## src/design/utld_pkg.sv

```systemverilog
// Shared types and constants of the Unix time to local date converter.
`default_nettype none

package utld_pkg;

	// Field widths of the input and result beats.
	localparam int TS_W     = 32;
	localparam int YEAR_W   = 12;
	localparam int MONTH_W  = 4;
	localparam int DAY_W    = 5;
	localparam int HOUR_W   = 5;
	localparam int MINUTE_W = 6;

	// Internal widths, set by the ranges of the intermediate values.
	localparam int DAYS_W = 16;  // whole days since the epoch, at most 49710
	localparam int SOD_W  = 17;  // seconds of the day
	localparam int SOH_W  = 12;  // seconds of the hour
	localparam int Z_W    = 20;  // days counted from the shifted epoch
	localparam int DOE_W  = 18;  // day of the 400-year era
	localparam int YOE_W  = 9;   // year of the era
	localparam int DOY_W  = 9;   // day of the March-based year
	localparam int MPN_W  = 11;  // numerator of the month estimate
	localparam int MP_W   = 4;   // March-based month index
	localparam int Q4Y_W  = 7;   // day of era over 1460
	localparam int QC_W   = 3;   // day of era over 36524

	localparam logic [TS_W-1:0]  LOCAL_OFFSET_S   = 32'd28800;
	localparam logic [TS_W-1:0]  SECS_PER_DAY     = 32'd86400;
	localparam logic [Z_W-1:0]   EPOCH_SHIFT_DAYS = 20'd719468;
	localparam logic [Z_W-1:0]   DAYS_PER_ERA     = 20'd146097;
	localparam logic [Z_W-1:0]   ERA4_START       = 20'd4 * DAYS_PER_ERA;
	localparam logic [Z_W-1:0]   ERA5_START       = 20'd5 * DAYS_PER_ERA;
	localparam logic [DOE_W-1:0] DAYS_PER_4Y      = 18'd1460;
	localparam logic [DOE_W-1:0] DAYS_PER_CENT    = 18'd36524;
	localparam logic [DOE_W-1:0] LAST_DOE         = 18'd146096;
	localparam logic [DOE_W-1:0] DAYS_PER_YEAR    = 18'd365;
	localparam logic [SOD_W-1:0] SECS_PER_HOUR    = 17'd3600;
	localparam logic [SOH_W-1:0] SECS_PER_MIN     = 12'd60;
	localparam logic [MPN_W-1:0] MP_DIV           = 11'd153;
	localparam logic [YOE_W-1:0] YOE_PER_CENT     = 9'd100;
	localparam logic [YEAR_W-1:0] YEAR_ERA4       = 12'd1600;
	localparam logic [YEAR_W-1:0] YEAR_ERA5       = 12'd2000;
	localparam logic [MP_W-1:0]  MP_JANUARY       = 4'd10;

	// Reciprocals for constant division: q = (x * floor(2^S / D)) >> S is the
	// true quotient or one less whenever x < 2^S, so one correction step fixes it.
	localparam int DAY_SHIFT  = 32;
	localparam int DOE_SHIFT  = 18;
	localparam int HOUR_SHIFT = 17;
	localparam int MIN_SHIFT  = 12;
	localparam int MP_SHIFT   = 11;

	localparam int RCP_DAY_W  = 16;
	localparam int RCP_4Y_W   = 8;
	localparam int RCP_YEAR_W = 10;
	localparam int RCP_HOUR_W = 6;
	localparam int RCP_MIN_W  = 7;
	localparam int RCP_MP_W   = 4;

	localparam logic [RCP_DAY_W-1:0] RCP_DAY =
		RCP_DAY_W'((64'd1 << DAY_SHIFT) / 64'(SECS_PER_DAY));
	localparam logic [RCP_4Y_W-1:0] RCP_4Y =
		RCP_4Y_W'((64'd1 << DOE_SHIFT) / 64'(DAYS_PER_4Y));
	localparam logic [RCP_YEAR_W-1:0] RCP_YEAR =
		RCP_YEAR_W'((64'd1 << DOE_SHIFT) / 64'(DAYS_PER_YEAR));
	localparam logic [RCP_HOUR_W-1:0] RCP_HOUR =
		RCP_HOUR_W'((64'd1 << HOUR_SHIFT) / 64'(SECS_PER_HOUR));
	localparam logic [RCP_MIN_W-1:0] RCP_MIN =
		RCP_MIN_W'((64'd1 << MIN_SHIFT) / 64'(SECS_PER_MIN));
	localparam logic [RCP_MP_W-1:0] RCP_MP =
		RCP_MP_W'((64'd1 << MP_SHIFT) / 64'(MP_DIV));

	localparam int UTLD_QUEUE_DEPTH = 4;

	// What the front hands to the back: whole local days and seconds of that day.
	typedef struct packed {
		logic [DAYS_W-1:0] days;
		logic [SOD_W-1:0]  sod;
	} day_split_t;

endpackage

`default_nettype wire

```

## src/design/utld_queue.sv

```systemverilog
// Short register queue that decouples the front end from the calendar back end.
`default_nettype none

module utld_queue import utld_pkg::*; #(
	parameter int DEPTH = UTLD_QUEUE_DEPTH
) (
	input  logic       clk,
	input  logic       arst_n,
	input  logic       push_valid,
	output logic       push_ready,
	input  day_split_t push_data,
	output logic       pop_valid,
	input  logic       pop_ready,
	output day_split_t pop_data
);

	localparam int PTR_W = $clog2(DEPTH);
	localparam int CNT_W = $clog2(DEPTH + 1);

	day_split_t       mem_q [DEPTH];
	logic [PTR_W-1:0] wr_ptr_q;
	logic [PTR_W-1:0] rd_ptr_q;
	logic [CNT_W-1:0] cnt_q;
	logic             push;
	logic             pop;

	assign push_ready = cnt_q != CNT_W'(DEPTH);
	assign pop_valid  = cnt_q != '0;
	assign pop_data   = mem_q[rd_ptr_q];
	assign push       = push_valid && push_ready;
	assign pop        = pop_valid && pop_ready;

	always_ff @(posedge clk or negedge arst_n) begin
		if (!arst_n) begin
			wr_ptr_q <= '0;
			rd_ptr_q <= '0;
			cnt_q    <= '0;
		end else begin
			if (push) begin
				wr_ptr_q <= (wr_ptr_q == PTR_W'(DEPTH - 1)) ? '0 : wr_ptr_q + 1'b1;
			end
			if (pop) begin
				rd_ptr_q <= (rd_ptr_q == PTR_W'(DEPTH - 1)) ? '0 : rd_ptr_q + 1'b1;
			end
			if (push && !pop) begin
				cnt_q <= cnt_q + 1'b1;
			end else if (pop && !push) begin
				cnt_q <= cnt_q - 1'b1;
			end
		end
	end

	always_ff @(posedge clk) begin
		if (push) begin
			mem_q[wr_ptr_q] <= push_data;
		end
	end

`ifndef SYNTHESIS
	a_cnt_bound: assert property (@(posedge clk) disable iff (!arst_n)
		cnt_q <= CNT_W'(DEPTH))
		else $error("queue: fill count beyond depth");
`endif

endmodule

`default_nettype wire

```

## config.mk

```make
export PLATFORM = sky130hd
export DESIGN_NAME = utld_queue
export DESIGN_NICKNAME = d
export VERILOG_FILES = /design/src/design/utld_pkg.sv /design/src/design/utld_queue.sv
export SDC_FILE = /design/constraint.sdc
export NUM_CORES = 1
export LEC_CHECK = 0
export BUFFER_PORTS_ARGS = -buffer_cell sky130_fd_sc_hd__buf_2
export CORE_MARGIN = 5
export CORE_UTILIZATION = 40
export DETAILED_ROUTE_END_ITERATION = 10
export GPL_ROUTABILITY_DRIVEN = 0
export GPL_TIMING_DRIVEN = 0
export PLACE_DENSITY_LB_ADDON = 0.05
export SYNTH_ARGS = -nofsm -noshare
export SYNTH_HDL_FRONTEND = slang
export SYNTH_SLANG_ARGS = --single-unit
```

## constraint.sdc

```tcl
create_clock -name clk -period 4.9 [get_ports clk]
set_clock_uncertainty 0.05 [all_clocks]
set_input_delay 0.49 -clock clk [delete_from_list [all_inputs] [get_ports clk]]
set_output_delay 0.49 -clock clk [all_outputs]
set_load 0.03 [all_outputs]
```

* After elaboration in Yosys (flattened, before gate mapping) *
Memories as Yosys holds them, arrays and structs flattened.
Index checks and enable logic that the tools add are counted.

storage, ports and cells
  output and inout bits = 35
  memories = 1
  memory bits (writable) = 132
  input bits = 37
  register bits = 7

operators by class
  mux-type cells = 6
  equality and inequality tests = 3
  reduce and logical (&&, ||, !) cells = 8
  add/sub/neg operators = 4

memory list
  memory  depth  width  rd ports  clocked after memory_dff  wr ports  line              text
  mem_q   4      33     1         0                         1         utld_queue.sv:20  day_split_t mem_q [DEPTH];

operators with widths
  operator                                          number
  2-to-1 mux 3 bit                                  2
  adder 2 x 1 -> 2 bit, second input constant       2
  equality test 2 bit, second input constant        2
  logical AND 1 bit                                 4
  2-to-1 mux 2 bit                                  2
  adder 3 x 1 -> 3 bit, second input constant       1
  inequality test 3 bit, second input constant      1
  nonzero test 3 bit                                1
  subtractor 3 x 1 -> 3 bit, second input constant  1
  logical NOT 1 bit                                 2
  2-to-1 mux 1 bit                                  2
  nonzero test 2 bit                                1

* Logic depth before layout (Yosys ltp) *
Gate-level depths: netlist of the first run.

  depth in word-level cells = 6
  mapped depth = 8

* Worst setup path before layout of the first run *
No wires, ideal clock.

  path type = reg2reg
  start = register cnt_q[1]
  end = register cnt_q[2]
  path buffers = 0
  data required time = 4.771 ns
  period minus slack after synthesis = 2.075 ns
  cell stages (with the launch flop) = 9
  arrival time = 1.946 ns
  path slack = 2.825 ns
  cells stage by stage = dfrtp_1 > or3_4 > nand2_2 > ha_1 > inv_1 > fa_1 > xor2_1 > nor2_1 > xor2_1

between the ends
  longest elaborated chain between the ends = 5
  elaborated cells between the ends (all ways) = 13
  classes of those cells = add/sub (2); eq/ne (1); mux (2); reduce/logical (8)

RTL lines
  what                                                    line              text
  start, declared                                         utld_queue.sv:23  logic [CNT_W-1:0] cnt_q;
  start signal, assigned                                  utld_queue.sv:46  cnt_q <= cnt_q + 1'b1;
  start signal, assigned                                  utld_queue.sv:48  cnt_q <= cnt_q - 1'b1;
  nonzero test 3 bit *                                    utld_queue.sv:28  assign pop_valid = cnt_q != '0;
  net pop_valid                                           utld_queue.sv:12  output logic pop_valid,
  logical AND 1 bit *                                     utld_queue.sv:31  assign pop = pop_valid && pop_ready;
  logical NOT 1 bit                                       utld_queue.sv:45  if (push && !pop) begin
  logical AND 1 bit                                       utld_queue.sv:45
  2-to-1 mux 3 bit or nonzero test 2 bit (tied branches)  n/a

Mark *: on every way through the listed nets, which the timed path passes. The rest lies on a longest branch. The select of a mux whose other input is x is not followed.
A chain may end at the register's enable or synchronous reset.

==> results of run 1 <==
## through the flow
stage | hold WS, ns | std cells | worst slack, ns | utilization
2_1_floorplan | 0.1444 | 210 | 2.825 | -
3_3_place_gp | 0.2862 | 453 | 2.010 | 0.4560
3_5_place_dp | 0.2860 | 457 | 2.805 | 0.4638
4_1_cts | 0.2254 | 487 | 2.450 | 0.5015
5_1_grt | 0.2314 | 487 | 2.394 | 0.5015
6_report | 0.2463 | 487 | 2.479 | 0.5015
## routing by layer
layer,up-vias,wire (um),share of wire,track usage
li1,1079,-,-,-
met1,1226,3745,0.42,0.1508
met5,-,0,0,0
met2,59,4601,0.51,0.2020
met4,0,206,0.023,0.05996
met3,19,448,0.050,0.04288
## report_power, final
group / internal, mW / switching, mW
Sequential: 1.58 / 0.0671
Combinational: 0.597 / 0.886
Clock: 0.622 / 0.412
Total: 2.79 / 1.37
## state kept, by name (all words and copies together), names as in the netlist
name	count
cnt_q	3
mem_q	132
wr_ptr_q	2
rd_ptr_q	2
## logic make-up (layout without fill, tap and decap cells)
kind of cell    after synthesis  in the layout  synth area share
buf+inv                      11            116           0.01953
fa+ha+maj                     7              7           0.01810
flops                       139            139            0.7878
mux                          38             38            0.1558
compound gates                1              1          0.002143
xor+xnor                      3              3          0.005002
simple gates                 11             11           0.01167
## path summary, 6_finish.rpt
check	endpoint	slack, ns	depth (start not counted)
worst max-delay path	pop_data[14]	2.48	4
worst min-delay path	mem_q[1][25]$_DFFE_PP_	0.25	1
worst max register to register	cnt_q[2]$_DFFE_PN0P_	2.81	8
worst min register to register	cnt_q[2]$_DFFE_PN0P_	0.49	1
max in group asynchronous	wr_ptr_q[0]$_DFFE_PN0P_	4.26	2
min in group asynchronous	cnt_q[0]$_DFFE_PN0P_	0.38	2
## Yosys cell counts, drive strengths merged
cell	number	share of area
nand2	2	0.0019
and2	4	0.0048
fa	1	0.0038
ha	6	0.014
or3	1	0.0021
mux2	5	0.011
mux4	33	0.15
xor2	2	0.0033
a21boi	1	0.0021
xnor2	1	0.0017
nor2	4	0.0029
edfxtp	132	0.75
inv	3	0.0021
buf	8	0.017
dfrtp	7	0.033
## placed cells by master (no fill, tap or decap)
cell type	n
and2_2	4
a21boi_2	1
xnor2_1	1
clkinv_1	7
dlygate4sd3_1	1
ha_1	6
edfxtp_1	132
inv_1	3
nand2_1	1
mux4_2	28
buf_2	75
buf_12	5
mux2_2	5
buf_16	2
fa_1	1
clkbuf_16	17
clkbuf_1	4
nand2_2	1
nor2_1	4
clkinv_2	1
or3_4	1
buf_6	1
dfrtp_1	7
xor2_1	2
mux4_1	5
## final cells by class
cell class	instances	area, sq um
clock inverter	8	31.28
multi-input combinational	60	1017
tap	172	215.2
inverter	3	11.26
timing repair buffer	76	460.4
fill	1034	6367
buffer	8	91.34
sequential	139	4139
clock buffer	21	440.4
==> run_results.csv, run 1 <==
group,metric,value,unit
route,vias_per_cell,4.893,
clocking,cts_buffer_depth,2,
setup_path,r2r_start,"cnt_q[0]$_DFFE_PN0P_",
floorplanning,die_x,124.6,um
timing,relSlewSlack,0.6545,
floorplanning,top_level_ports,72,
place,place_hpwl,5758,um
setup_path,worst_path_largest_cell_delay,0.39,ns
floorplanning,start_util,0.4113,
setup_path,critPathRequiredTime,4.36,ns
grt,overflow,0,
yosys,netlist_instances,210,
timing,hold_viol,0,
yosys,synth_fp_nets,254,
power_and_ir_drop,power,4.159,mW
grt,grt_pass1_wl,14390,um
timing,setup_violations,0,
setup_path,startpoint_type,"flip-flop",
setup_path,critPathMaxFanout,10,
yosys,ys_seq_elements,139,
yosys,synth.avg_cell_area,25.02,sq um
setup_path,cp_top_family,"buffers and inverters",
layout,syn_to_final_growth,21.93,%
grt,grt_usage,0.1251,
floorplanning,core_region_area,12770,sq um
route,drc_errors,0,
power_and_ir_drop,p_per_area,649.2,nW/um^2
layout,design_area,6406,sq um
setup_path,critPathSlowestCell,"mux4_1",
timing,worst_pin_slew,0.5182,ns
power_and_ir_drop,irDropWorstVdd,0.2507,mV
setup_path,cp_cell_sequence,"buf_2, buf_2, mux4_1, buf_2",
place,portBuffers,71,
timing,fin_setup_tns,0,ns
route,drt_iter0_drc,191,
timing,max_freq,413.0,MHz
layout,drive_above_1_share,0.4476,
setup_path,arrival,1.88,ns
timing,layout_min_cycle_time,2.421,ns
min_path,holdCritStartpoint,"push_data[25]",
timing,drv_slew,0,
route,drtPass1Iterations,4,
min_path,hold_path_class,"primary input to flip-flop",
route,dr_total_vias,2383,
setup_path,cp-end-kind,"output port",
clocking,holdBufCountCts,1,
setup_path,critPathKind,"flip-flop to output port",
yosys,synth_cell_types,19,
setup_path,cp_num_buf_inv,3,
yosys,yosysWarningCount,0,
clocking,worst_skew_pair.late_latency,0.41,ns
setup_path,path_common_cell,"buf_2",
clocking,htreeDepth,4,
timing,fin_crit_sh,0.4941,
clocking,ctsResizeCount,0,
layout,antenna_cells,0,
power_and_ir_drop,p_leak,2.250,nW
floorplanning,dieArea,15530,sq um
yosys,seq_area_frac_synth,0.7878,
yosys,synth.cell_area,5254,sq um
job,max_cap_violations,0,
floorplanning,fp.dieH,124.6,um
clocking,cts_sinks,139,
clocking,post_cts_buffers,0,
route,wl,9001,um
clocking,clk_pin_slew,0.05,ns
grt,grt_max_degree,30,
grt,antenna_found_initial,0,
route,ant_nets,0,
timing,rsz0062_at_grt,"false",
clocking,cts_buffers,17,
grt,grt_pass1_vias,2571,
floorplanning,rows,41,
clocking,cts_tree,"yes",
layout,fin_nets,349,
route,wl_per_cell,18.48,um
clocking,root_buffer,"clkbuf_16",
place,placed_area,5924,sq um
setup_path,crit_start,"rd_ptr_q[1]$_DFFE_PN0P_",
status,status,"finished, final reports clean",
Power figures use the tool's default switching activity.
==> inputs of run 2 (changes only) <==
==> constraint.sdc (replaced) <==
create_clock -name clk -period 2.2 [get_ports clk]
set_clock_uncertainty 0.05 [all_clocks]
set_input_delay 0.22 -clock clk [delete_from_list [all_inputs] [get_ports clk]]
set_output_delay 0.22 -clock clk [all_outputs]
set_load 0.03 [all_outputs]
==> run 2 against run 1 <==
  * Count of clock-buffer cells in the layout unchanged
  * Utilization increased by 2.7 points
  * Register-to-register slack got worse by 2.7 ns
  * Critical path depth unchanged
  * Non-clock buffer count increased by 33
  * Sequential power increased by 120%
  * Die area unchanged
  * Design area increased by 5.4%
  * Critical path type unchanged
  * Largest cell class unchanged
==> run_results.csv, run 2 (synthesis gave the netlist of run 1 again) <==
group,metric,value,unit
layout,top_register,"mem_q",
layout,antenna_cells,0,
route,wl,9241,um
floorplanning,start_util,0.4113,
timing,max_freq,473.5,MHz
timing,worst_pin_slew,0.5170,ns
layout,layout.cells.non_filler,520,
setup_path,rr_worst_depth,8,
layout,layout_common_cells,"edfxtp_1 (132), buf_2 (72), dlygate4sd3_1 (34), mux4_2 (28), clkbuf_16 (17)",
timing,relSlewSlack,0.6554,
setup_path,r2r_slack,0.12,ns
grt,grt_pass1_vias,2721,
grt,overflow,0,
setup_path,r2r_end,"cnt_q[2]$_DFFE_PN0P_",
timing,drv_slew,0,
layout,fin_nets,382,
timing,rsz0062_at_grt,"true",
layout,syn_to_final_growth,28.51,%
setup_path,cp-end-kind,"output port",
floorplanning,die_x,124.6,um
layout,top_regs,"mem_q: 132 flops, cnt_q: 3 flops",
place,place_inst,457,
layout,drive_above_1_share,0.4109,
clocking,cts_buffer_depth,2,
place,place_hpwl,5758,um
setup_path,r2r_start,"cnt_q[1]$_DFFE_PN0P_",
layout,filler_cell_count,1009,
setup_path,startpoint_type,"flip-flop",
clocking,cts_tree,"yes",
clocking,worst_skew_pair.late_latency,0.41,ns
power_and_ir_drop,p_leak,2.388,nW
route,wl_per_cell,17.77,um
route,vias_per_cell,4.762,
timing,layout_min_cycle_time,2.112,ns
clocking,root_buffer,"clkbuf_16",
grt,grt_max_degree,30,
route,dr_total_vias,2476,
grt,grt_usage,0.1285,
timing,hold_viol,0,
timing,fin_setup_tns,0,ns
min_path,hold_path_class,"primary input to asynchronous set/reset pin",
floorplanning,dieArea,15530,sq um
route,ant_nets,0,
clocking,htreeDepth,4,
floorplanning,fp.dieH,124.6,um
clocking,cts_sinks,139,
place,portBuffers,71,
clocking,clk_pin_slew,0.05,ns
layout,final_common_cell,"edfxtp_1",
floorplanning,top_level_ports,72,
route,drt_iter0_drc,192,
timing,setup_violations,0,
job,max_cap_violations,0,
setup_path,critPathRequiredTime,1.93,ns
floorplanning,rows,41,
layout,post-route-util,0.5286,
setup_path,critPathKind,"flip-flop to output port",
layout,largest_reg_flops,132,
route,drc_errors,0,
route,drtPass1Iterations,4,
timing,fin_crit_sh,0.9600,
status,status,"finished, final reports clean",
floorplanning,core_region_area,12770,sq um
grt,grt_pass1_wl,14910,um
grt,antenna_found_initial,0,
timing,hold_slack,0.1124,ns
setup_path,critPathMaxFanout,10,
power_and_ir_drop,p_per_area,1384,nW/um^2
clocking,cts_buffers,17,
power_and_ir_drop,irDropWorstVdd,0.5644,mV
setup_path,arrival,1.84,ns
[run 2: changes by cell type in the layout (fill, tap and decap cells not counted), sizes merged]
cell,before,now
dlygate4sd3,1,34
buf,83,80
clkbuf,21,24
[run 2: critical path: stages (launching register included)]
cell     delay, ns
dfrtp_1       0.38
buf_8         0.17
buf_12        0.16
mux4_2        0.52
buf_2         0.20
[run 2: cell type report]
| type | count | area (sq um) | area share |
|---|---|---|---|
| inverter | 3 | 11.26 | 0.001668 |
| sequential | 139 | 4140 | 0.6132 |
| clock buffer | 21 | 440.4 | 0.06523 |
| buffer | 8 | 102.6 | 0.01520 |
| clock inverter | 8 | 31.28 | 0.004633 |
| multi-input combinational | 60 | 1020 | 0.1510 |
| timing repair buffer | 109 | 790.8 | 0.1171 |
| tap | 172 | 215.2 | 0.03188 |
[run 2: worst max-delay path by stage]
stage / start / endpoint / cells past startpoint
after floorplan: cnt_q[1]$_DFFE_PN0P_ / cnt_q[2]$_DFFE_PN0P_ / 8
after global placement: cnt_q[0]$_DFFE_PN0P_ / mem_q[1][29]$_DFFE_PP_ / 3
after detailed placement: cnt_q[0]$_DFFE_PN0P_ / cnt_q[2]$_DFFE_PN0P_ / 8
after CTS: rd_ptr_q[1]$_DFFE_PN0P_ / pop_data[14] / 4
after global routing: cnt_q[1]$_DFFE_PN0P_ / cnt_q[2]$_DFFE_PN0P_ / 8
final: rd_ptr_q[0]$_DFFE_PN0P_ / pop_data[19] / 4
[run 2: where the power goes]
part / leakage (nW) / switching, mW / internal (mW) / total, mW
combinational: 0.869 / 1.98 / 1.39 / 3.37
sequential: 1.29 / 0.152 / 3.51 / 3.66
clock: 0.229 / 0.922 / 1.38 / 2.31
total: 2.39 / 3.06 / 6.28 / 9.34
[run 2: per-stage QoR]
step / power, mW / area [sq um] / setup WS (ns)
floorplan: 6.115 / 5254 / 0.1249
global placement: 7.015 / 5824 / -0.6419
detailed placement: 7.120 / 5924 / 0.1136
global route: 9.842 / 6751 / -0.03145
CTS: 9.498 / 6736 / 0.02003
finish: 9.343 / 6751 / 0.08809
[run 2: what timing repair did]
| item | CTS | global route |
|---|---|---|
| buffers inserted | 0 | 0 |
| resized for setup | 0 | 6 |
| hold endpoints to repair | 139 | 0 |
| endpoints found under the setup margin | 0 | 5 |
| hold buffers | 34 | 0 |
[run 2: metal layers]
layer | GRT usage | share of wire
met1 | 0.1548 | 0.42
met2 | 0.2099 | 0.51
met3 | 0.04202 | 0.045
met4 | 0.05996 | 0.022
met5 | 0 | 0
